## src/rtl/sbcr_pkg.sv

```systemverilog
// sbcr_pkg: shared types and constants of the bus client responder
// no dependencies; imported by every module of the block
`default_nettype none

package sbcr_pkg;

    localparam int SBCR_FRAME_DEPTH = 35;
    localparam int REPLY_MAX        = 11;

    localparam logic [7:0] SOF_BYTE  = 8'h7E;
    localparam logic [7:0] NODE_TAG  = 8'hBF;
    localparam logic [7:0] ID_LIMIT  = 8'h2F;
    localparam logic [7:0] CRC_POLY  = 8'h07;
    localparam logic [7:0] CRC_SEED  = 8'h02;
    localparam logic [7:0] CRC_XOR   = 8'h02;

    localparam logic [7:0] ADDR_OFFER = 8'hFE;
    localparam logic [7:0] ADDR_BCAST = 8'hFF;

    localparam logic [7:0] TYPE_ID_OFFER  = 8'h00;
    localparam logic [7:0] TYPE_ID_ASSIGN = 8'h02;
    localparam logic [7:0] TYPE_CTS       = 8'h06;
    localparam logic [7:0] TYPE_STATUS    = 8'h13;
    localparam logic [7:0] TYPE_FILTER    = 8'h23;
    localparam logic [7:0] TYPE_FAULT     = 8'h28;
    localparam logic [7:0] TYPE_CONFIG    = 8'h2E;

    localparam logic [7:0] CMD_NONE   = 8'h00;
    localparam logic [7:0] CMD_CLOCK  = 8'h21;
    localparam logic [7:0] CMD_FILTER = 8'h23;
    localparam logic [7:0] CMD_TEMP   = 8'hFF;

    localparam logic [7:0] MSG_ID_ACK    = 8'h03;
    localparam logic [7:0] MSG_NOTHING   = 8'h07;
    localparam logic [7:0] MSG_TOGGLE    = 8'h11;
    localparam logic [7:0] MSG_TEMP      = 8'h20;
    localparam logic [7:0] MSG_INFO_REQ  = 8'h22;

    typedef enum logic [1:0] {
        OP_RX_BYTE  = 2'd0,
        OP_SET_CMD  = 2'd1,
        OP_SET_TEMP = 2'd2,
        OP_UNUSED   = 2'd3
    } op_t;

    typedef enum logic [2:0] {
        S_IDLE,
        S_READ,
        S_CHECK,
        S_LOAD,
        S_SHIFT,
        S_SEND
    } state_t;

    typedef struct packed {
        logic init;
        logic absorb;
    } crc_ctl_t;

endpackage

`default_nettype wire

```

## src/rtl/sbcr_rx_if.sv

```systemverilog
// sbcr_rx_if: request channel into the responder (opcode and value)
// no dependencies
`default_nettype none

interface sbcr_rx_if;
    logic       valid;
    logic       ready;
    logic [1:0] opcode;
    logic [7:0] value;

    modport source (output valid, output opcode, output value, input ready);
    modport sink   (input valid, input opcode, input value, output ready);
endinterface

`default_nettype wire

```

## src/rtl/sbcr_tx_if.sv

```systemverilog
// sbcr_tx_if: reply byte channel out of the responder
// no dependencies
`default_nettype none

interface sbcr_tx_if;
    logic       valid;
    logic       ready;
    logic [7:0] tx_byte;
    logic       last_byte;

    modport source (output valid, output tx_byte, output last_byte, input ready);
    modport sink   (input valid, input tx_byte, input last_byte, output ready);
endinterface

`default_nettype wire

```

## src/rtl/spa_bus_client_responder.sv

```systemverilog
// spa_bus_client_responder: frame assembly, dispatch and reply generation
// depends on sbcr_pkg, sbcr_rx_if, sbcr_tx_if, sbcr_crc_unit
//
//   channel | dir | fields              | request
//   rx      | in  | opcode, value       | one received byte or a command write
//   tx      | out | tx_byte, last_byte  | one reply byte, last on closing 0x7E
//
// a request is taken in S_IDLE; a closing byte of a frame of five or more
// bytes then passes S_READ (check-byte memory read) and S_CHECK (dispatch);
// start, crc and closing bytes pass S_LOAD and S_SEND, which waits on the receiver;
// length and payload bytes pass S_LOAD, S_SHIFT (8 crc shifts), S_SEND; rx is
// not ready from such a closing byte to the end of dispatch or of the reply
// reset clears all stored status; the frame buffer, reply payload and output byte are not cleared
`default_nettype none

module spa_bus_client_responder
    import sbcr_pkg::*;
#(
    parameter int FRAME_DEPTH = SBCR_FRAME_DEPTH
)
(
    input  wire logic clk,
    input  wire logic rst_n,
    sbcr_rx_if.sink   rx,
    sbcr_tx_if.source tx
);

    localparam int CW = $clog2(FRAME_DEPTH + 1);
    localparam int AW = $clog2(FRAME_DEPTH);

    state_t state_reg, state_next;

    // frame storage: memory for indexed reads, shadows for fixed positions
    logic [7:0]    mem [FRAME_DEPTH];
    logic [7:0]    rd_reg;
    logic [7:0]    shadow_reg [1:12];
    logic [CW-1:0] count_reg, count_next;

    // stored status
    logic [5:0] node_reg, node_next;
    logic [7:0] pending_reg, pending_next;
    logic [7:0] target_reg;
    logic [4:0] hour_reg, hour_next;
    logic [5:0] minute_reg, minute_next;
    logic [7:0] check_last_reg, check_last_next;
    logic       have_cfg_reg, have_cfg_next;
    logic       have_fault_reg, have_fault_next;
    logic       have_filt_reg, have_filt_next;
    logic [7:0] filt_reg [8];
    logic [7:0] filt_next [8];

    // reply
    logic [7:0] pl_reg [REPLY_MAX];
    logic [7:0] pl_next [REPLY_MAX];
    logic [3:0] n_reg, n_next;
    logic       reply;
    logic [3:0] e_reg;
    logic [7:0] out_byte_reg;
    logic       out_last_reg;
    logic [7:0] cur_byte;
    logic       cur_absorb;

    crc_ctl_t   crc_ctl;
    logic [7:0] crc_val;
    logic       crc_busy;

    // request decode
    op_t  op;
    logic rx_fire;
    logic wr_en;
    logic drop_frame;
    logic close;
    logic [CW-1:0] count_inc;

    assign op        = op_t'(rx.opcode);
    assign rx.ready  = (state_reg == S_IDLE);
    assign rx_fire   = rx.valid && rx.ready;
    assign count_inc = count_reg + CW'(1);

    always_comb
    begin
        wr_en      = 1'b0;
        drop_frame = 1'b0;
        if (rx_fire && op == OP_RX_BYTE)
        begin
            // hunt for start byte, collapse doubled start byte
            if (!((count_reg == '0 && rx.value != SOF_BYTE) ||
                  (count_reg == CW'(1) && rx.value == SOF_BYTE)))
            begin
                if (count_reg < CW'(FRAME_DEPTH))
                    wr_en = 1'b1;
                else
                    drop_frame = 1'b1;
            end
        end
    end

    assign close = wr_en && (rx.value == SOF_BYTE) && (count_reg >= CW'(2));

    // frame byte at a fixed index, zero beyond the frame
    function automatic logic [7:0] fa(input logic [CW-1:0] cnt,
                                      input logic [7:0] b, input int idx);
        return (CW'(idx) < cnt) ? b : 8'h00;
    endfunction

    logic [7:0] addr_b, type_b, b1, check_b, id_clamp;
    logic [7:0] fb [5:12];
    logic       registered, addr_me;

    assign b1       = fa(count_reg, shadow_reg[1], 1);
    assign addr_b   = fa(count_reg, shadow_reg[2], 2);
    assign type_b   = fa(count_reg, shadow_reg[4], 4);
    assign check_b  = (b1 < 8'(count_reg)) ? rd_reg : 8'h00;
    assign id_clamp = (fb[5] > ID_LIMIT) ? ID_LIMIT : fb[5];
    assign registered = (node_reg != '0);
    assign addr_me  = (addr_b == {2'b00, node_reg});

    for (genvar g = 5; g <= 12; g++)
    begin : g_fb
        assign fb[g] = fa(count_reg, shadow_reg[g], g);
    end

    // dispatch of a closed frame
    always_comb
    begin
        reply           = 1'b0;
        n_next          = n_reg;
        node_next       = node_reg;
        pending_next    = pending_reg;
        hour_next       = hour_reg;
        minute_next     = minute_reg;
        check_last_next = check_last_reg;
        have_cfg_next   = have_cfg_reg;
        have_fault_next = have_fault_reg;
        have_filt_next  = have_filt_reg;
        for (int i = 0; i < 8; i++)
            filt_next[i] = filt_reg[i];
        for (int i = 0; i < REPLY_MAX; i++)
            pl_next[i] = 8'h00;
        pl_next[0] = {2'b00, node_reg};
        pl_next[1] = NODE_TAG;

        if (!registered)
        begin
            if (addr_b == ADDR_OFFER && type_b == TYPE_ID_ASSIGN)
            begin
                node_next  = id_clamp[5:0];
                reply      = 1'b1;
                n_next     = 4'd3;
                pl_next[0] = id_clamp;
                pl_next[2] = MSG_ID_ACK;
            end
            else if (addr_b == ADDR_OFFER && type_b == TYPE_ID_OFFER)
            begin
                reply      = 1'b1;
                n_next     = 4'd6;
                pl_next[0] = ADDR_OFFER;
                pl_next[2] = 8'h01;
                pl_next[3] = 8'h02;
                pl_next[4] = 8'hF1;
                pl_next[5] = 8'h73;
            end
        end
        else if (addr_me && type_b == TYPE_CTS)
        begin
            reply        = 1'b1;
            pending_next = CMD_NONE;
            priority if (pending_reg == CMD_CLOCK)
            begin
                n_next     = 4'd5;
                pl_next[2] = CMD_CLOCK;
                pl_next[3] = {3'b000, hour_reg};
                pl_next[4] = {2'b00, minute_reg};
            end
            else if (pending_reg == CMD_TEMP)
            begin
                n_next     = 4'd4;
                pl_next[2] = MSG_TEMP;
                pl_next[3] = target_reg;
            end
            else if (pending_reg == CMD_FILTER)
            begin
                n_next     = 4'd11;
                pl_next[2] = CMD_FILTER;
                for (int i = 0; i < 8; i++)
                    pl_next[3 + i] = filt_reg[i];
            end
            else if (pending_reg == CMD_NONE)
            begin
                priority if (!have_cfg_reg)
                begin
                    n_next     = 4'd6;
                    pl_next[2] = MSG_INFO_REQ;
                    pl_next[5] = 8'h01;
                end
                else if (!have_fault_reg)
                begin
                    n_next     = 4'd6;
                    pl_next[2] = MSG_INFO_REQ;
                    pl_next[3] = 8'h20;
                    pl_next[4] = 8'hFF;
                end
                else if (!have_filt_reg)
                begin
                    n_next     = 4'd6;
                    pl_next[2] = MSG_INFO_REQ;
                    pl_next[3] = 8'h01;
                end
                else
                begin
                    n_next     = 4'd3;
                    pl_next[2] = MSG_NOTHING;
                end
            end
            else
            begin
                n_next     = 4'd5;
                pl_next[2] = MSG_TOGGLE;
                pl_next[3] = pending_reg;
            end
        end
        else if (check_b != check_last_reg)
        begin
            priority if (addr_me && type_b == TYPE_CONFIG)
                have_cfg_next = 1'b1;
            else if (addr_me && type_b == TYPE_FAULT)
                have_fault_next = 1'b1;
            else if (addr_b == ADDR_BCAST && type_b == TYPE_STATUS)
            begin
                hour_next       = fb[8][4:0];
                minute_next     = fb[9][5:0];
                check_last_next = check_b;
            end
            else if (addr_me && type_b == TYPE_FILTER)
            begin
                filt_next[0]   = fb[5] & 8'h1F;
                filt_next[1]   = fb[6] & 8'h3F;
                filt_next[2]   = fb[7] & 8'h1F;
                filt_next[3]   = fb[8] & 8'h3F;
                filt_next[4]   = fb[9] & 8'h9F;
                filt_next[5]   = fb[10] & 8'h3F;
                filt_next[6]   = fb[11] & 8'h1F;
                filt_next[7]   = fb[12] & 8'h3F;
                have_filt_next = 1'b1;
            end
        end
    end

    // reply byte at emit index: sof, length, payload, crc, sof
    always_comb
    begin
        cur_byte   = SOF_BYTE;
        cur_absorb = 1'b0;
        if (e_reg == 4'd0)
            cur_byte = SOF_BYTE;
        else if (e_reg == 4'd1)
        begin
            cur_byte   = 8'(n_reg) + 8'd2;
            cur_absorb = 1'b1;
        end
        else if (e_reg <= n_reg + 4'd1)
        begin
            cur_byte   = pl_reg[e_reg - 4'd2];
            cur_absorb = 1'b1;
        end
        else if (e_reg == n_reg + 4'd2)
            cur_byte = crc_val ^ CRC_XOR;
    end

    // frame count
    always_comb
    begin
        count_next = count_reg;
        if (drop_frame)
            count_next = '0;
        else if (close)
            count_next = (count_inc > CW'(4)) ? count_inc : '0;
        else if (wr_en)
            count_next = count_inc;
        else if (state_reg == S_CHECK)
            count_next = '0;
    end

    // next state
    always_comb
    begin
        state_next = state_reg;
        unique case (state_reg)
            S_IDLE:
                if (close && count_inc > CW'(4))
                    state_next = S_READ;
            S_READ:
                state_next = S_CHECK;
            S_CHECK:
                state_next = reply ? S_LOAD : S_IDLE;
            S_LOAD:
                state_next = cur_absorb ? S_SHIFT : S_SEND;
            S_SHIFT:
                if (!crc_busy)
                    state_next = S_SEND;
            S_SEND:
                if (tx.ready)
                    state_next = out_last_reg ? S_IDLE : S_LOAD;
            default:
                state_next = S_IDLE;
        endcase
    end

    // sequencer outputs
    always_comb
    begin
        crc_ctl.init   = 1'b0;
        crc_ctl.absorb = 1'b0;
        unique case (state_reg)
            S_CHECK: crc_ctl.init   = 1'b1;
            S_LOAD:  crc_ctl.absorb = cur_absorb;
            default: ;
        endcase
    end

    assign tx.valid     = (state_reg == S_SEND);
    assign tx.tx_byte   = out_byte_reg;
    assign tx.last_byte = out_last_reg;

    sbcr_crc_unit u_crc (
        .clk   (clk),
        .rst_n (rst_n),
        .ctl   (crc_ctl),
        .data  (cur_byte),
        .crc   (crc_val),
        .busy  (crc_busy)
    );

    // frame memory and check-byte read
    always_ff @(posedge clk)
    begin
        if (wr_en)
            mem[count_reg[AW-1:0]] <= rx.value;
        if (state_reg == S_READ)
            rd_reg <= mem[(b1 < 8'(FRAME_DEPTH)) ? b1[AW-1:0] : '0];
    end

    for (genvar g = 1; g <= 12; g++)
    begin : g_shadow
        always_ff @(posedge clk)
        begin
            if (wr_en && count_reg == CW'(g))
                shadow_reg[g] <= rx.value;
        end
    end

    // reply payload and output byte
    always_ff @(posedge clk)
    begin
        if (state_reg == S_CHECK)
        begin
            for (int i = 0; i < REPLY_MAX; i++)
                pl_reg[i] <= pl_next[i];
        end
        if (state_reg == S_LOAD)
        begin
            out_byte_reg <= cur_byte;
            out_last_reg <= (e_reg == n_reg + 4'd3);
        end
    end

    always_ff @(posedge clk or negedge rst_n)
    begin
        if (!rst_n)
        begin
            state_reg      <= S_IDLE;
            count_reg      <= '0;
            node_reg       <= '0;
            pending_reg    <= '0;
            target_reg     <= '0;
            hour_reg       <= '0;
            minute_reg     <= '0;
            check_last_reg <= '0;
            have_cfg_reg   <= 1'b0;
            have_fault_reg <= 1'b0;
            have_filt_reg  <= 1'b0;
            n_reg          <= '0;
            e_reg          <= '0;
            for (int i = 0; i < 8; i++)
                filt_reg[i] <= '0;
        end
        else
        begin
            state_reg <= state_next;
            count_reg <= count_next;
            if (rx_fire && op == OP_SET_CMD)
                pending_reg <= rx.value;
            else if (rx_fire && op == OP_SET_TEMP)
            begin
                target_reg  <= rx.value;
                pending_reg <= CMD_TEMP;
            end
            else if (state_reg == S_CHECK)
            begin
                node_reg       <= node_next;
                pending_reg    <= pending_next;
                hour_reg       <= hour_next;
                minute_reg     <= minute_next;
                check_last_reg <= check_last_next;
                have_cfg_reg   <= have_cfg_next;
                have_fault_reg <= have_fault_next;
                have_filt_reg  <= have_filt_next;
                n_reg          <= n_next;
                e_reg          <= '0;
                for (int i = 0; i < 8; i++)
                    filt_reg[i] <= filt_next[i];
            end
            else if (state_reg == S_SEND && tx.ready)
                e_reg <= e_reg + 4'd1;
        end
    end

endmodule

`default_nettype wire

```

## src/rtl/sbcr_crc_unit.sv

```systemverilog
// sbcr_crc_unit: bit-serial crc-8 (poly 0x07), one shift per cycle
// depends on sbcr_pkg
`default_nettype none

module sbcr_crc_unit
    import sbcr_pkg::*;
(
    input  wire logic       clk,
    input  wire logic       rst_n,
    input  wire crc_ctl_t   ctl,
    input  wire logic [7:0] data,
    output logic [7:0]      crc,
    output logic            busy
);

    logic [7:0] crc_reg;
    logic [3:0] cnt_reg;

    always_ff @(posedge clk or negedge rst_n)
    begin
        if (!rst_n)
        begin
            crc_reg <= CRC_SEED;
            cnt_reg <= '0;
        end
        else if (ctl.init)
        begin
            crc_reg <= CRC_SEED;
            cnt_reg <= '0;
        end
        else if (ctl.absorb)
        begin
            crc_reg <= crc_reg ^ data;
            cnt_reg <= 4'd8;
        end
        else if (cnt_reg != '0)
        begin
            crc_reg <= crc_reg[7] ? ({crc_reg[6:0], 1'b0} ^ CRC_POLY)
                                  : {crc_reg[6:0], 1'b0};
            cnt_reg <= cnt_reg - 4'd1;
        end
    end

    assign crc  = crc_reg;
    assign busy = (cnt_reg != '0);

endmodule

`default_nettype wire
```

## src/flat_wrapper.sv

```systemverilog
// flat-port wrapper written by rule: the top's interface ports become plain ports
module spa_bus_client_responder_flat import sbcr_pkg::*;
#(
    parameter int FRAME_DEPTH = SBCR_FRAME_DEPTH
)
  (clk, rst_n, rx_valid, rx_opcode, rx_value, rx_ready, tx_valid, tx_tx_byte, tx_last_byte, tx_ready);
  sbcr_rx_if rx_i ();
  sbcr_tx_if tx_i ();
  input  wire logic clk;
  input  wire logic rst_n;
  input wire logic [$bits(rx_i.valid)-1:0] rx_valid;
  input wire logic [$bits(rx_i.opcode)-1:0] rx_opcode;
  input wire logic [$bits(rx_i.value)-1:0] rx_value;
  output wire logic [$bits(rx_i.ready)-1:0] rx_ready;
  output wire logic [$bits(tx_i.valid)-1:0] tx_valid;
  output wire logic [$bits(tx_i.tx_byte)-1:0] tx_tx_byte;
  output wire logic [$bits(tx_i.last_byte)-1:0] tx_last_byte;
  input wire logic [$bits(tx_i.ready)-1:0] tx_ready;
  assign rx_i.valid = rx_valid;
  assign rx_i.opcode = rx_opcode;
  assign rx_i.value = rx_value;
  assign rx_ready = rx_i.ready;
  assign tx_valid = tx_i.valid;
  assign tx_tx_byte = tx_i.tx_byte;
  assign tx_last_byte = tx_i.last_byte;
  assign tx_i.ready = tx_ready;
  spa_bus_client_responder #(.FRAME_DEPTH(FRAME_DEPTH)) u_core (.clk(clk), .rst_n(rst_n), .rx(rx_i), .tx(tx_i));
endmodule
```

## config.mk

```make
export PLATFORM = sky130hd
export DESIGN_NAME = spa_bus_client_responder_flat
export DESIGN_NICKNAME = d
export VERILOG_FILES = /design/src/rtl/sbcr_pkg.sv /design/src/rtl/sbcr_rx_if.sv /design/src/rtl/sbcr_tx_if.sv /design/src/rtl/spa_bus_client_responder.sv /design/src/rtl/sbcr_crc_unit.sv /design/src/flat_wrapper.sv
export SDC_FILE = /design/constraint.sdc
export NUM_CORES = 1
export LEC_CHECK = 0
export ABC_AREA = 1
export BUFFER_PORTS_ARGS = -buffer_cell sky130_fd_sc_hd__buf_2
export CAP_MARGIN = 20
export CORE_ASPECT_RATIO = 1.5
export CORE_MARGIN = 2
export CORE_UTILIZATION = 45
export CTS_CLUSTER_SIZE = 28
export DETAILED_ROUTE_END_ITERATION = 6
export PLACE_DENSITY = 0.57
export SLEW_MARGIN = 5
export SYNTH_ARGS = -nofsm -noshare
export SYNTH_HDL_FRONTEND = slang
export SYNTH_SLANG_ARGS = --single-unit
```

## constraint.sdc

```tcl
create_clock -name clk -period 6.35 [get_ports clk]
set_clock_uncertainty 0.15 [all_clocks]
set_input_delay 0.635 -clock clk [delete_from_list [all_inputs] [get_ports clk]]
set_output_delay 0.635 -clock clk [all_outputs]
set_load 0.05 [all_outputs]
```

After elaboration in Yosys (flattened, before gate mapping)
Memory sizes are Yosys's and may differ from the RTL's. A register that Yosys moved wholly into a read port is not among the register bits.
Cells that the tools add are included.

word-level totals
  logic and storage cells = 338
  input bits = 14
  register bits after elaboration = 127
  output and inout bits = 11
  bits in writable memories = 464
  memories = 3

memories
  name               depth  width  rd ports  clocked after Yosys merged registers in  wr ports  RTL line                        RTL
  u_core.mem         35     8      1         1                                        1         spa_bus_client_responder.sv:34  logic [7:0] mem [FRAME_DEPTH];
  u_core.shadow_reg  12     8      11        0                                        1         spa_bus_client_responder.sv:36  logic [7:0] shadow_reg [1:12];
  u_core.pl_reg      11     8      1         0                                        11        spa_bus_client_responder.sv:53  logic [7:0] pl_reg [REPLY_MAX];

cells by class
  equal/unequal tests = 41
  bitwise operators = 10
  muxes and demuxes = 167
  add/sub/neg operators = 8
  magnitude comparators = 18
  reductions and logical operators = 66

operators by type and width
  cell                  count
  $mux W16              18
  $mux W8               35
  $mux W4               25
  $reduce_or A8 Y1      11
  $mux W72              1
  $mux W6               11
  $mux W32              2
  $mux W1               56
  $mux W56              1
  $mux W24              2
  $mux W48              1
  $eq A8 B6 Y1 const B  5
  $mux W40              1
  $mux W38              1
  $eq A6 B4 Y1 const B  5
  $lt A4 B6 Y1 const A  5
  $logic_and A1 B1 Y1   29
  $mux W25              1
  $eq A6 B3 Y1 const B  4
  $eq A8 B8 Y1 const B  3
  $lt A3 B6 Y1 const A  4
  $mux W3               6
  $pmux W3 S6           1
  $logic_not A8 Y1      2
  54 further kinds      80

Longest topological paths before layout
Gate-level depths: netlist of the first run.

  word-level depth = 22
  mapped depth = 22
  depth with buffers taken out = 20

Cells and area by module
From an unflattened synthesis of the first run, not the netlist that was laid out.

second synthesis, totals
  cell total of the unflattened synthesis = 2,543
  area, all modules = 25,284.2 µm²

modules (own cells, without submodules)
  module                    area each (µm²)  instances  cells an instance  sequential area each (µm²)
  spa_bus_client_responder  24,527.3         1          2,431              15,655.0
  sbcr_crc_unit             757.0            1          112                301.5

Least setup slack after synthesis of the first run
No wires, ideal clock.

  path type = register to register
  from = register u_core.state_reg[2]
  to = register u_core.check_last_reg[0]
  path slack = 463 ps
  arrival time = 5,620 ps
  cell stages (with the launch flop) = 10
  required time = 6,083 ps
  library setup time = 117 ps
  cell sequence = dfrtp_1 > inv_1 > nand2_1 > nor2_1 > clkinv_1 > nor3_4 > nand3_2 > buf_4 > nand2_1 > nand2_1

between the ends
  word-level cells in the longest chain between the ends = 5
  elaborated cells on any way between the ends = 8

ends and longest elaborated chain
  element                                        RTL line                                                          RTL
  from (decl)                                    spa_bus_client_responder.sv:31                                    state_t state_reg, state_next;
  from (signal assigned)                         spa_bus_client_responder.sv:389                                   state_reg <= state_next;
  $logic_not A3 Y1                               spa_bus_client_responder.sv:76                                    assign rx.ready = (state_reg == S_IDLE);
  $logic_and A1 B1 Y1                            spa_bus_client_responder.sv:77                                    assign rx_fire = rx.valid && rx.ready;
  $logic_and A1 B1 Y1, on equally long branches  spa_bus_client_responder.sv:391, spa_bus_client_responder.sv:393
  $not A1 Y1 (no line)                           n/a
  $reduce_and A9 Y1 (no line) (*)                n/a
  to (signal assigned)                           spa_bus_client_responder.sv:404                                   check_last_reg <= check_last_next;
  to (decl)                                      spa_bus_client_responder.sv:45                                    logic [7:0] check_last_reg, check_last_next;

Mark *: on every way between the ends. The rest lies on a longest branch, timed or not.
A chain may end at the register's enable or synchronous reset.

Worst setup path after layout of the first run
  from = register u_core.state_reg[0]
  to = memory u_core.mem[10][5], enable pin

between the ends
  word-level cells in the longest chain between the ends = 6

ends and longest elaborated chain
  element                        RTL line                         RTL
  $logic_not A3 Y1               spa_bus_client_responder.sv:76
  $logic_and A1 B1 Y1            spa_bus_client_responder.sv:77
  $logic_and A1 B1 Y1            spa_bus_client_responder.sv:84   if (rx_fire && op == OP_RX_BYTE)
  $mux W1                        spa_bus_client_responder.sv:84
  $mux W1                        spa_bus_client_responder.sv:337  if (wr_en)
  $mux W1 (implied by the code)  spa_bus_client_responder.sv:338  mem[count_reg[AW-1:0]] <= rx.value;
  to (decl)                      spa_bus_client_responder.sv:34

No other way between the ends.

==> results of run 1 <==
cell type report:
| cell class | count | share of cell area (%) |
|---|---|---|
| sequential | 551 | 56.9 |
| multi-input combinational | 1603 | 27.1 |
| clock buffer | 71 | 5.19 |
| inverter | 382 | 5.11 |
| tap | 756 | 3.37 |
| timing repair buffer | 66 | 1.67 |
| clock inverter | 27 | 0.669 |
power by group:
group | internal (mW) | leakage [nW] | switching, mW | total (mW)
Clock | 1.69 | 0.803 | 1.35 | 3.04
Combinational | 0.405 | 5.78 | 1.13 | 1.54
Sequential | 4.12 | 5.48 | 0.124 | 4.24
Total | 6.21 | 12.1 | 2.61 | 8.82
kinds of logic (layout without fill, tap and decap cells):
family	Yosys count	after routing	share of synthesized area, %
XOR/XNOR	16	16	0.551
flip-flops	551	551	62.7
buffers and inverters	491	546	7.60
AND/OR/NAND/NOR	1332	1332	22.6
adder cells (fa/ha/maj)	24	24	1.18
AO/OA/AOI/OAI	231	231	5.30
per-layer routing:
metal | up-vias | track usage [%]
met1 | 8684 | 26.0
li1 | 8844 | -
met3 | 166 | 2.97
met5 | - | 0
met4 | 2 | 12.1
met2 | 463 | 46.3
worst max-delay path, delay by kind of cell, from the launching register on:
family          cells  cell delay [ns]
flops               1             0.42
simple gates        8             2.92
compound gates      1             0.36
buf+inv             2             0.39
cells in the mapped netlist (2+ instances only):
cell type / n / share of area (%)
buf_4: 8 / 0.24
nor3_1: 33 / 0.65
clkbuf_1: 55 / 0.81
a211o_1: 2 / 0.069
o21ai_2: 2 / 0.069
nand2_2: 9 / 0.22
nand2_1: 650 / 9.6
inv_2: 11 / 0.16
a221oi_1: 9 / 0.31
ha_1: 24 / 1.2
dfrtp_1: 117 / 12
o31ai_1: 9 / 0.27
buf_2: 37 / 0.73
xnor2_1: 6 / 0.21
nand3_1: 213 / 4.2
inv_1: 365 / 5.4
nand3_2: 4 / 0.16
or2_2: 4 / 0.098
clkinv_1: 6 / 0.089
buf_6: 2 / 0.089
a211oi_1: 5 / 0.15
o221ai_1: 3 / 0.10
o21ai_1: 6 / 0.12
nor2_4: 3 / 0.13
o211ai_1: 20 / 0.59
edfxtp_1: 433 / 51
o21ai_0: 108 / 2.1
xor2_1: 10 / 0.34
nor4_1: 10 / 0.25
nor2_2: 3 / 0.074
o22ai_1: 9 / 0.22
nand4_1: 117 / 2.9
nor2_1: 281 / 4.1
a21oi_1: 51 / 1.0
buf_1: 7 / 0.10
cells in the final DEF, fill, tap and decap left out, drive strengths merged, types with 10 or more instances in the layout:
master,synthesis,final
nand2,659,659
edfxtp,433,433
inv,376,378
nor2,287,287
nand3,218,218
nand4,117,117
dfrtp,117,117
o21ai,116,116
clkbuf,55,71
buf,54,64
a21oi,51,51
nor3,34,34
clkinv,6,27
ha,24,24
o211ai,20,20
nor4,11,11
xor2,10,10
final timing paths:
kind                                                    to  slack, ns  cells after the start
max                            u_core.mem[10][5]$_DFFE_PP_       1.72                     11
max in group asynchronous  u_core.filt_reg[19]$_DFFE_PN0P_       4.17                      3
min in group asynchronous  u_core.u_crc.crc[4]$_DFFE_PN0P_       0.54                      2
min reg2reg                 u_core.filt_reg[9]$_DFFE_PN0P_       0.32                      2
max reg2reg                    u_core.mem[10][5]$_DFFE_PP_       1.72                     11
min                        u_core.state_reg[0]$_DFFE_PN0P_       0.21                      4
==> reports/qor.yml, run 1 <==
setup_path:
  critPathKind: "register to register"
  startpoint: "u_core.state_reg[0]$_DFFE_PN0P_"
  startpoint_type: "register"
  cp_common_cell: "nor2_1"
  cp_slowest_cell: "nor2_1"
  cp_data_arrival_time_ns: 4.72
  crit_chain: "nor2_1 -> inv_1 -> nor2_1 -> nand2_1 -> nor3_1 -> o211ai_1 -> nor2_1 -> inv_1 -> nor2_1 -> nand3_1 -> nor2_1"
  r2r_start: "u_core.state_reg[0]$_DFFE_PN0P_"
  endpoint_kind: "register"
  crit_required_ns: 6.44
  critPathMaxStageDelay_ns: 0.70
  path_max_fanout: 15
floorplanning:
  fp.coreArea_um2: 55800
  fp.dieH_um: 295
  dieArea_um2: 58500
  initial_core_util_pct: 45.6
  rows: 106
  io_pins: 25
  die_w_um: 198
synthesis:
  synth_area_um2: 25400
  synth_edf_count: 433
  avgSynthCellArea_um2: 9.62
  synth_cell_types: 48
  syn_inst: 2645
  async_reset_ff_share_pct: 21.4
  synth-seq-cells: 551
  ys.warnings.count: 0
  synth-main-ff-cell: "edfxtp_1"
  syn-num-nets: 2683
  ys_seq_area_share_pct: 62.7
pwr:
  vdd_drop_max_v: 0.000251
  p_leak_nw: 12.1
  p_per_area_nw_per_um2: 314
  finalPower_mw: 8.82
drt:
  firstDrtPassIters: 5
  met3_length_mm: 2.61
  drtIter0Drc: 1258
  wl_per_cell_um: 20.0
  wl_met1_mm: 25.4
  drc_errors: 0
  wl_met2_mm: 37.3
  viasPerCell: 5.25
  routed_wl_mm: 69.0
  ant_nets: 0
  topRoutingLayerUsed: "met5"
  dr_total_vias: 18200
placed_design:
  dp.cells: 3355
  post-place-ws_ns: 1.47
  port_buffers: 24
  placed_area_um2: 26400
  place_congestion: 0.917
  dp_hpwl_mm: 46.8
grt:
  antenna_found_initial: 1
  grt_pass1_wl_mm: 106
  overflow: 0
  grt_max_degree: 93
  grt_util_all_layers_pct: 24.2
  grt_pass1_vias: 18300
hold_path:
  hp-start: "tx_ready"
  min_path_type: "input port to register"
sta:
  rsz0062_at_grt: "false"
  relSlewSlack_pct: 33.4
  hold_viol_final: 0
  hold_slack_ns: 0.212
  clock.fmax_ghz: 0.216
  fin_crit_sh_pct: 72.9
  fin_setup_tns_ns: 0
  setup_violations: 0
  slew_violations: 0
  fin_ws_ns: 1.72
  worstMarginPinSlew_ns: 0.991
  period_needed_ns: 4.63
clocking:
  clk_latency_ns: 0.61
  cts_made_buffers: 53
  clk_path_buf_depth: 3
  cts_root_buf: "clkbuf_16"
  post_cts_resized: 0
  htree_levels: 2
  clk_pin_slew_worst_paths_ns: 0.06
  clock_sinks: 551
  cts_setup_buffers: 0
  hold_buffers: 1
  cts_tree: "built"
cells_and_area:
  drive_above_1_share_pct: 6.96
  fin_area_um2: 28100
  fin_nets: 2695
  multi_input_area_um2: 7610
  fillers: 5238
  areaGrowthSynthToFinish_pct: 10.3
  largest_reg_flops: 280
  regArea_um2: 16000
  diodes: 0
  postLayoutCoreUtil_pct: 50.3
  finalNonFillerCells: 3456
run_status:
  status: "finished clean"
flow_run:
  max-cap-violations: 0
Note: power is estimated with default switching activity, not from simulation.
==> run 2: changes to the inputs <==
--- a/config.mk
+++ b/config.mk
@@ -5,7 +5,7 @@
 export SDC_FILE = /design/constraint.sdc
 export NUM_CORES = 1
 export LEC_CHECK = 0
-export ABC_AREA = 1
+export ABC_AREA = 0
 export BUFFER_PORTS_ARGS = -buffer_cell sky130_fd_sc_hd__buf_2
 export CAP_MARGIN = 20
 export CORE_ASPECT_RATIO = 1.5
@@ -13,7 +13,7 @@
 export CORE_UTILIZATION = 45
 export CTS_CLUSTER_SIZE = 28
 export DETAILED_ROUTE_END_ITERATION = 6
-export PLACE_DENSITY = 0.57
+export PLACE_DENSITY = 0.59
 export SLEW_MARGIN = 5
 export SYNTH_ARGS = -nofsm -noshare
 export SYNTH_HDL_FRONTEND = slang
==> constraint.sdc (replaced) <==
create_clock -name clk -period 3.9 [get_ports clk]
set_clock_uncertainty 0.15 [all_clocks]
set_input_delay 0.39 -clock clk [delete_from_list [all_inputs] [get_ports clk]]
set_output_delay 0.39 -clock clk [all_outputs]
set_load 0.05 [all_outputs]
==> run 2 against run 1 <==
Die area decreased by 5.4%. Via count down 13%. Total power up 43%. Largest cell class unchanged. Largest power group unchanged.
==> reports/qor.yml, run 2 <==
run_status:
  status: "finished clean"  # unchanged
placed_design:
  place_congestion: 0.950  # was 0.917
  dp.cells: 2637  # was 3,355
  port_buffers: 24  # unchanged
  dp_hpwl_mm: 44.2  # was 46.8 mm
  post-place-ws_ns: -0.00291  # was 1.47 ns
  placed_area_um2: 25700  # was 26,400 um2
cells_and_area:
  areaGrowthSynthToFinish_pct: 14.6  # was 10.3%
  postLayoutCoreUtil_pct: 52.3  # was 50.3%
  fin_nets: 2057  # was 2,695
  fin_area_um2: 27500  # was 28,100 um2
  fillers: 4468  # was 5,238
  final_cell_mix: "edfxtp_1, nand2_1, nor2_1, buf_4, dfrtp_1"  # was nand2_1, edfxtp_1, inv_1, nor2_1, nand3_1
  multi_input_area_um2: 7570  # was 7610 um2
  largest_reg_flops: 280  # unchanged
  drive_above_1_share_pct: 14.6  # was 6.96%
  diodes: 0  # unchanged
  layout_commonest_cell: "edfxtp_1"  # was nand2_1
  regArea_um2: 16000  # about the same
  finalNonFillerCells: 2743  # was 3,456
grt:
  grt_pass1_vias: 16000  # was 18.3k
  grt_max_degree: 97  # was 93
  overflow: 0  # unchanged
  antenna_found_initial: 1  # unchanged
  grt_pass1_wl_mm: 95.8  # was 106 mm
  grt_util_all_layers_pct: 23.4  # was 24.2%
synthesis:
  synth-seq-cells: 551  # unchanged
  ys.warnings.count: 0  # unchanged
  ys_seq_area_share_pct: 66.4  # was 62.7%
  synthTopCellsByCount: "edfxtp_1, nand2_1, nor2_1"  # was nand2_1, edfxtp_1, inv_1
  synth.area.top_cells: "edfxtp_1, dfrtp_1, nand2_1, mux2i_1, nor2_1"  # was edfxtp_1, dfrtp_1, nand2_1, inv_1, nand3_1
  yosysMostFrequentCell: "edfxtp_1"  # was nand2_1
  synth_edf_count: 433  # unchanged
  synth-main-ff-cell: "edfxtp_1"  # unchanged
  avgSynthCellArea_um2: 12.6  # was 9.62 um2
  synth_top_area_share_pct: 54.1  # was 51.1%
  synth_top_cell_by_area: "edfxtp_1"  # unchanged
  synth_area_um2: 24000  # was 25,400 um2
  synth_cell_types: 87  # was 48
  async_reset_ff_share_pct: 21.4  # unchanged
  syn-num-nets: 1949  # was 2,683
  syn_inst: 1911  # was 2,645
clocking:
  htree_levels: 2  # unchanged
  cts_tree: "built"  # unchanged
  clk_path_buf_depth: 3  # unchanged
  cts_root_buf: "clkbuf_16"  # unchanged
  cts_made_buffers: 52  # was 53
  clock_sinks: 551  # unchanged
  clk_pin_slew_worst_paths_ns: 0.07  # was 0.06 ns
  clk_latency_ns: 0.60  # was 0.61 ns
sta:
  relSlewSlack_pct: 23.1  # was 33.4%
  hold_slack_ns: 0.122  # was 0.212 ns
  worstMarginPinSlew_ns: 1.15  # was 0.991 ns
  fin_setup_tns_ns: 0  # unchanged
  setup_violations: 0  # unchanged
  clock.fmax_ghz: 0.265  # was 0.216 GHz
  hold_viol_final: 0  # unchanged
  period_needed_ns: 3.77  # was 4.63 ns
  slew_violations: 0  # unchanged
  fin_crit_sh_pct: 96.7  # was 72.9%
  fin_ws_ns: 0.128  # was 1.72 ns
setup_path:
  critPathKind: "register to register"  # unchanged
  cp_data_arrival_time_ns: 4.10  # was 4.72 ns
  crit_required_ns: 4.23  # was 6.44 ns
  startpoint_type: "register"  # unchanged
  endpoint_kind: "register"  # unchanged
  path_max_fanout: 8  # was 15
drt:
  dr_total_vias: 15800  # was 18.2k
  ant_nets: 0  # unchanged
  firstDrtPassIters: 5  # unchanged
  routed_wl_mm: 64.0  # was 69.0 mm
  drtIter0Drc: 1087  # was 1,258
  viasPerCell: 5.76  # was 5.25
  drc_errors: 0  # unchanged
  wl_per_cell_um: 23.3  # was 20.0 um
floorplanning:
  die_w_um: 193  # was 198 um
  initial_core_util_pct: 45.6  # about the same
  io_pins: 25  # unchanged
  dieArea_um2: 55300  # was 58,500 um2
  rows: 103  # was 106
  fp.dieH_um: 287  # was 295 um
  fp.coreArea_um2: 52700  # was 55,800 um2
pwr:
  vdd_drop_max_v: 0.000426  # was 0.000251 V
  p_sw_share_pct: 23.9  # was 29.6%
  p_sw_mw: 3.03  # was 2.61 mW
  p_seq_share_pct: 50.9  # was 48.1%
  finalPower_mw: 12.6  # was 8.82 mW
  p_leak_nw: 9.91  # was 12.1 nW
  p_int_mw: 9.62  # was 6.21 mW
  p_per_area_nw_per_um2: 459  # was 314 nW/um2
  power_frac_comb_pct: 9.6  # was 17.5%
  pwr-share-clk_pct: 39.5  # was 34.4%
hold_path:
  min_path_type: "input port to asynchronous set/reset pin"  # was input port to register
flow_run:
  max-cap-violations: 0  # unchanged
[run 2: changes by cell type after synthesis, sizes merged, moves of 30 or more]
cell	previous run	this run
nand2	659	285
inv	376	67
nand3	218	51
nor2	287	126
nand4	117	10
mux2i	0	81
a31oi	1	51
o21ai	116	69
and2	0	43
buf	54	24
[run 2: area by class of cell]
type                    instances  area share, %
well taps                     682           3.10
multi-input cells            1193           27.5
inverters                      70          0.954
clock inverters                35           1.07
clock buffers                  61           4.96
flip-flops and latches        551           57.9
repair buffers                151           4.50
[run 2: cell families (layout without fill, tap and decap cells)]
kind of cell / after synthesis / in the layout / synth area share [%]
AO/OA/AOI/OAI: 355 / 355 / 10.4
XOR/XNOR: 24 / 24 / 0.874
adder cells (fa/ha/maj): 24 / 24 / 1.25
buffers and inverters: 167 / 317 / 2.76
flip-flops: 551 / 551 / 66.4
multiplexers: 112 / 112 / 5.15
AND/OR/NAND/NOR: 678 / 678 / 13.2
[run 2: routing by layer]
metal,vias to the layer above,wire [um],track usage (%)
met4,0,4030,13.6
met2,434,34900,43.5
li1,7356,-,-
met3,169,2210,3.11
met5,-,0,0
met1,7845,22900,25.0
[run 2: worst paths after layout]
| check | slack, ns | start | depth (start not counted) | to |
|---|---|---|---|---|
| max in group asynchronous | 2.62 | rst_n | 3 | u_core.count_reg[3]$_DFFE_PN0P_ |
| worst min register to register | 0.33 | u_core.target_reg[2]$_DFFE_PN0P_ | 2 | u_core.target_reg[2]$_DFFE_PN0P_ |
| worst min-delay path | 0.12 | rst_n | 2 | u_core.u_crc.crc[2]$_DFFE_PN0P_ |
| worst max register to register | 0.13 | u_core.count_reg[2]$_DFFE_PN0P_ | 13 | u_core.filt_reg[33]$_DFFE_PN0P_ |
| min in group clk | 0.16 | rx_opcode[1] | 4 | u_core.target_reg[2]$_DFFE_PN0P_ |
| worst max-delay path | 0.13 | u_core.count_reg[2]$_DFFE_PN0P_ | 13 | u_core.filt_reg[33]$_DFFE_PN0P_ |
[run 2: what timing repair did]
action	in CTS	in global routing
hold endpoints to repair	25	0
endpoints found under the setup margin	20	63
setup buffers	0	6
hold buffers	2	0
pin swaps	1	15
gates resized for setup	2	22
gates cloned	0	2
[run 2: power by group through the flow]
stage / clock network, mW / registers [mW] / logic [mW]
2_1_floorplan: 0 / 6.54 / 0.622
3_3_place_gp: 0 / 6.56 / 1.07
3_5_place_dp: 0 / 6.56 / 1.08
4_1_cts: 5.08 / 6.44 / 1.10
5_1_grt: 5.30 / 6.44 / 1.31
6_report: 4.99 / 6.44 / 1.21
[run 2: worst max-delay path, cell delays in order (launching register included)]
cell	delay, ns
dfrtp_2	0.44
or4_4	0.61
nor2_4	0.11
nor2_1	0.06
ha_1	0.32
a21oi_1	0.24
a31oi_2	0.16
a221o_1	0.41
a2111oi_4	0.28
buf_4	0.20
a211oi_4	0.06
buf_6	0.14
clkbuf_16	0.16
mux2_4	0.29
==> run 3: changes to the inputs <==
--- a/config.mk
+++ b/config.mk
@@ -13,6 +13,7 @@
 export CORE_UTILIZATION = 45
 export CTS_CLUSTER_SIZE = 28
 export DETAILED_ROUTE_END_ITERATION = 6
+export GPL_TIMING_DRIVEN = 0
 export PLACE_DENSITY = 0.59
 export SLEW_MARGIN = 5
 export SYNTH_ARGS = -nofsm -noshare
==> run 3 against run 2 <==
The flow now finishes with violations (setup timing). Worst setup slack got worse by 0.28 ns. Total power increased by 3.1%. Clock power grew 3%. Critical endpoint is now u_core.mem[24][0]$_DFFE_PP_. Sequential power barely moved. Global-route usage increased by 1.4 points. Hold slack worse by 0.022 ns. Non-clock buffer count rose by 26. Combinational power up 22%. Wire length increased by 5.3%. Critical path depth decreased by 4.
==> reports/qor.yml, run 3 (same netlist as run 2, synthesis figures left out) <==
pwr:
  p_per_area_nw_per_um2: 466  # was 459 nW/um2
  p_seq_share_pct: 49.4  # was 50.9%
  vdd_drop_max_v: 0.000405  # was 0.000426 V
  p_leak_nw: 9.91  # about the same
  p_sw_share_pct: 23.8  # was 23.9%
  pwr-share-clk_pct: 39.2  # was 39.5%
  power_frac_comb_pct: 11.4  # was 9.6%
  p_int_mw: 9.94  # was 9.62 mW
  p_sw_mw: 3.10  # was 3.03 mW
grt:
  grt_util_all_layers_pct: 24.8  # was 23.4%
  grtUsageMet1_pct: 25.2  # was 25.0%
  top_usage_layer: "met2"  # unchanged
  overflow: 0  # unchanged
  met2_usage_pct: 47.6  # was 43.5%
  antenna_found_initial: 0  # was 1
  grt_max_degree: 73  # was 97
  grt_pass1_vias: 16600  # was 16.0k
  grtUsageMet3_pct: 2.55  # was 3.11%
  grt_pass1_wl_mm: 101  # was 95.8 mm
setup_path:
  endpoint_kind: "register"  # unchanged
  cp_data_arrival_time_ns: 4.11  # was 4.10 ns
  critPathKind: "register to register"  # unchanged
  path_max_fanout: 8  # unchanged
  crit_required_ns: 3.96  # was 4.23 ns
  startpoint_type: "register"  # unchanged
  rrSetupSlack_ns: -0.15  # was 0.13 ns
cells_and_area:
  layout_commonest_cell: "edfxtp_1"  # unchanged
  largest_reg_flops: 280  # unchanged
  fillers: 4536  # was 4,468
  fin_nets: 2082  # was 2,057
  finalNonFillerCells: 2767  # was 2,743
  diodes: 0  # unchanged
  multi_input_area_um2: 7870  # was 7570 um2
  areaGrowthSynthToFinish_pct: 16.5  # was 14.6%
  final_cell_mix: "edfxtp_1, nand2_1, dfrtp_1, nor2_1, mux2i_1"  # was edfxtp_1, nand2_1, nor2_1, buf_4, dfrtp_1
  regArea_um2: 16000  # about the same
  drive_above_1_share_pct: 15.2  # was 14.6%
run_status:
  status: "finished, violations left"  # was finished clean
  violations: "setup timing"
clocking:
  htree_levels: 2  # unchanged
  cts_made_buffers: 51  # was 52
  clock_sinks: 551  # unchanged
  clk_path_buf_depth: 3  # unchanged
  clk_pin_slew_worst_paths_ns: 0.07  # about the same
  clk_latency_ns: 0.59  # was 0.60 ns
  cts_root_buf: "clkbuf_16"  # unchanged
  cts_tree: "built"  # unchanged
sta:
  hold_viol_final: 0  # unchanged
  fin_ws_ns: -0.154  # was 0.128 ns
  clock.fmax_ghz: 0.247  # was 0.265 GHz
  hold_slack_ns: 0.0998  # was 0.122 ns
  slew_violations: 0  # unchanged
  setup_violations: 37  # was 0
  fin_crit_sh_pct: 104  # was 96.7%
  relSlewSlack_pct: 20.5  # was 23.1%
  rsz0062_at_grt: "true"
  worstMarginPinSlew_ns: 1.19  # was 1.15 ns
  period_needed_ns: 4.05  # was 3.77 ns
floorplanning:
  rows: 103  # unchanged
  fp.coreArea_um2: 52700  # unchanged
  initial_core_util_pct: 45.6  # unchanged
  die_w_um: 193  # unchanged
  io_pins: 25  # unchanged
  dieArea_um2: 55300  # unchanged
  fp.dieH_um: 287  # unchanged
drt:
  viasPerCell: 5.77  # was 5.76
  ant_nets: 0  # unchanged
  routed_wl_mm: 67.4  # was 64.0 mm
  firstDrtPassIters: 6  # was 5
  wl_per_cell_um: 24.4  # was 23.3 um
  dr_total_vias: 16000  # was 15.8k
  drc_errors: 0  # unchanged
  drtIter0Drc: 987  # was 1,087
placed_design:
  place_congestion: 0.923  # was 0.950
  port_buffers: 24  # unchanged
  dp.cells: 2625  # was 2,637
  dp_hpwl_mm: 47.6  # was 44.2 mm
flow_run:
  max-cap-violations: 0  # unchanged
hold_path:
  min_path_type: "input port to register"  # was input port to asynchronous set/reset pin
## run 3: changes by cell type in the layout (fill, tap and decap cells not counted), sizes merged
cell      before  now
clkbuf        63  132
clkinvlp       5    3
clkinv        26   21
buf          147  108
bufinv         4    7
inv           70   68
## run 3: path summary, 6_finish.rpt
path	startpoint	end	cells past startpoint
max	u_core.state_reg[1]$_DFFE_PN0P_	u_core.mem[24][0]$_DFFE_PP_	9
max in group asynchronous	rst_n	u_core.node_reg[1]$_DFFE_PN0P_	3
min reg2reg	u_core.target_reg[5]$_DFFE_PN0P_	u_core.target_reg[5]$_DFFE_PN0P_	2
max reg2reg	u_core.state_reg[1]$_DFFE_PN0P_	u_core.mem[24][0]$_DFFE_PP_	9
min in group asynchronous	rst_n	u_core.filt_reg[18]$_DFFE_PN0P_	2
min	rx_value[4]	u_core.target_reg[4]$_DFFE_PN0P_	3
## run 3: area by class of cell
type | instances | share of cell area, %
inverter | 70 | 0.965
timing repair buffer | 89 | 3.08
buffer | 88 | 1.72
sequential | 551 | 57.0
multi-input combinational | 1193 | 28.1
clock buffer | 65 | 4.92
clock inverter | 29 | 1.19
tap | 682 | 3.05
## run 3: power groups by stage
stage | registers, mW | logic (mW) | clock network [mW]
finish | 6.44 | 1.48 | 5.12
global route | 6.45 | 1.57 | 5.40
CTS | 6.43 | 1.30 | 5.21
detailed placement | 6.56 | 1.03 | 0
global placement | 6.56 | 1.01 | 0
floorplan | 6.54 | 0.622 | 0
## run 3: critical path, cell delays in order (launching register included)
cell and delay, ns:
dfrtp_1 0.44, nor3_1 0.34, buf_4 0.24, nand2_1 0.11, nor3_2 0.47, o21ai_0 0.24, nor2b_1 0.16, clkbuf_1 0.28
nand4_1 0.45, nor2_1 0.79
## run 3: what timing repair did
action | CTS | global route
pin swaps | 17 | 22
cloned | 4 | 0
hold endpoints to repair | 48 | 0
gates resized for setup | 113 | 70
buffers inserted | 35 | 19
hold buffers | 2 | 0
setup endpoints to repair | 418 | 307
## run 3: metal layers
metal | routed length [um] | part of all wire [%]
met1 | 23300 | 35
met2 | 37300 | 55
met3 | 2140 | 3.2
met4 | 4710 | 7.0
met5 | 0 | 0
## run 3: per-stage QoR
stage	TNS [ns]	power (mW)	utilization, %	area [um2]	worst slack, ns
after floorplan	0	7.16	-	24000	0.00626
after global placement	-462.74	7.56	47.5	25000	-1.32
after detailed placement	-181.13	7.59	47.8	25200	-1.15
after CTS	-10.24	12.9	52.6	27700	-0.182
after global routing	-14.17	13.4	53.1	28000	-0.320
final	-3.22	13.0	53.1	28000	-0.154
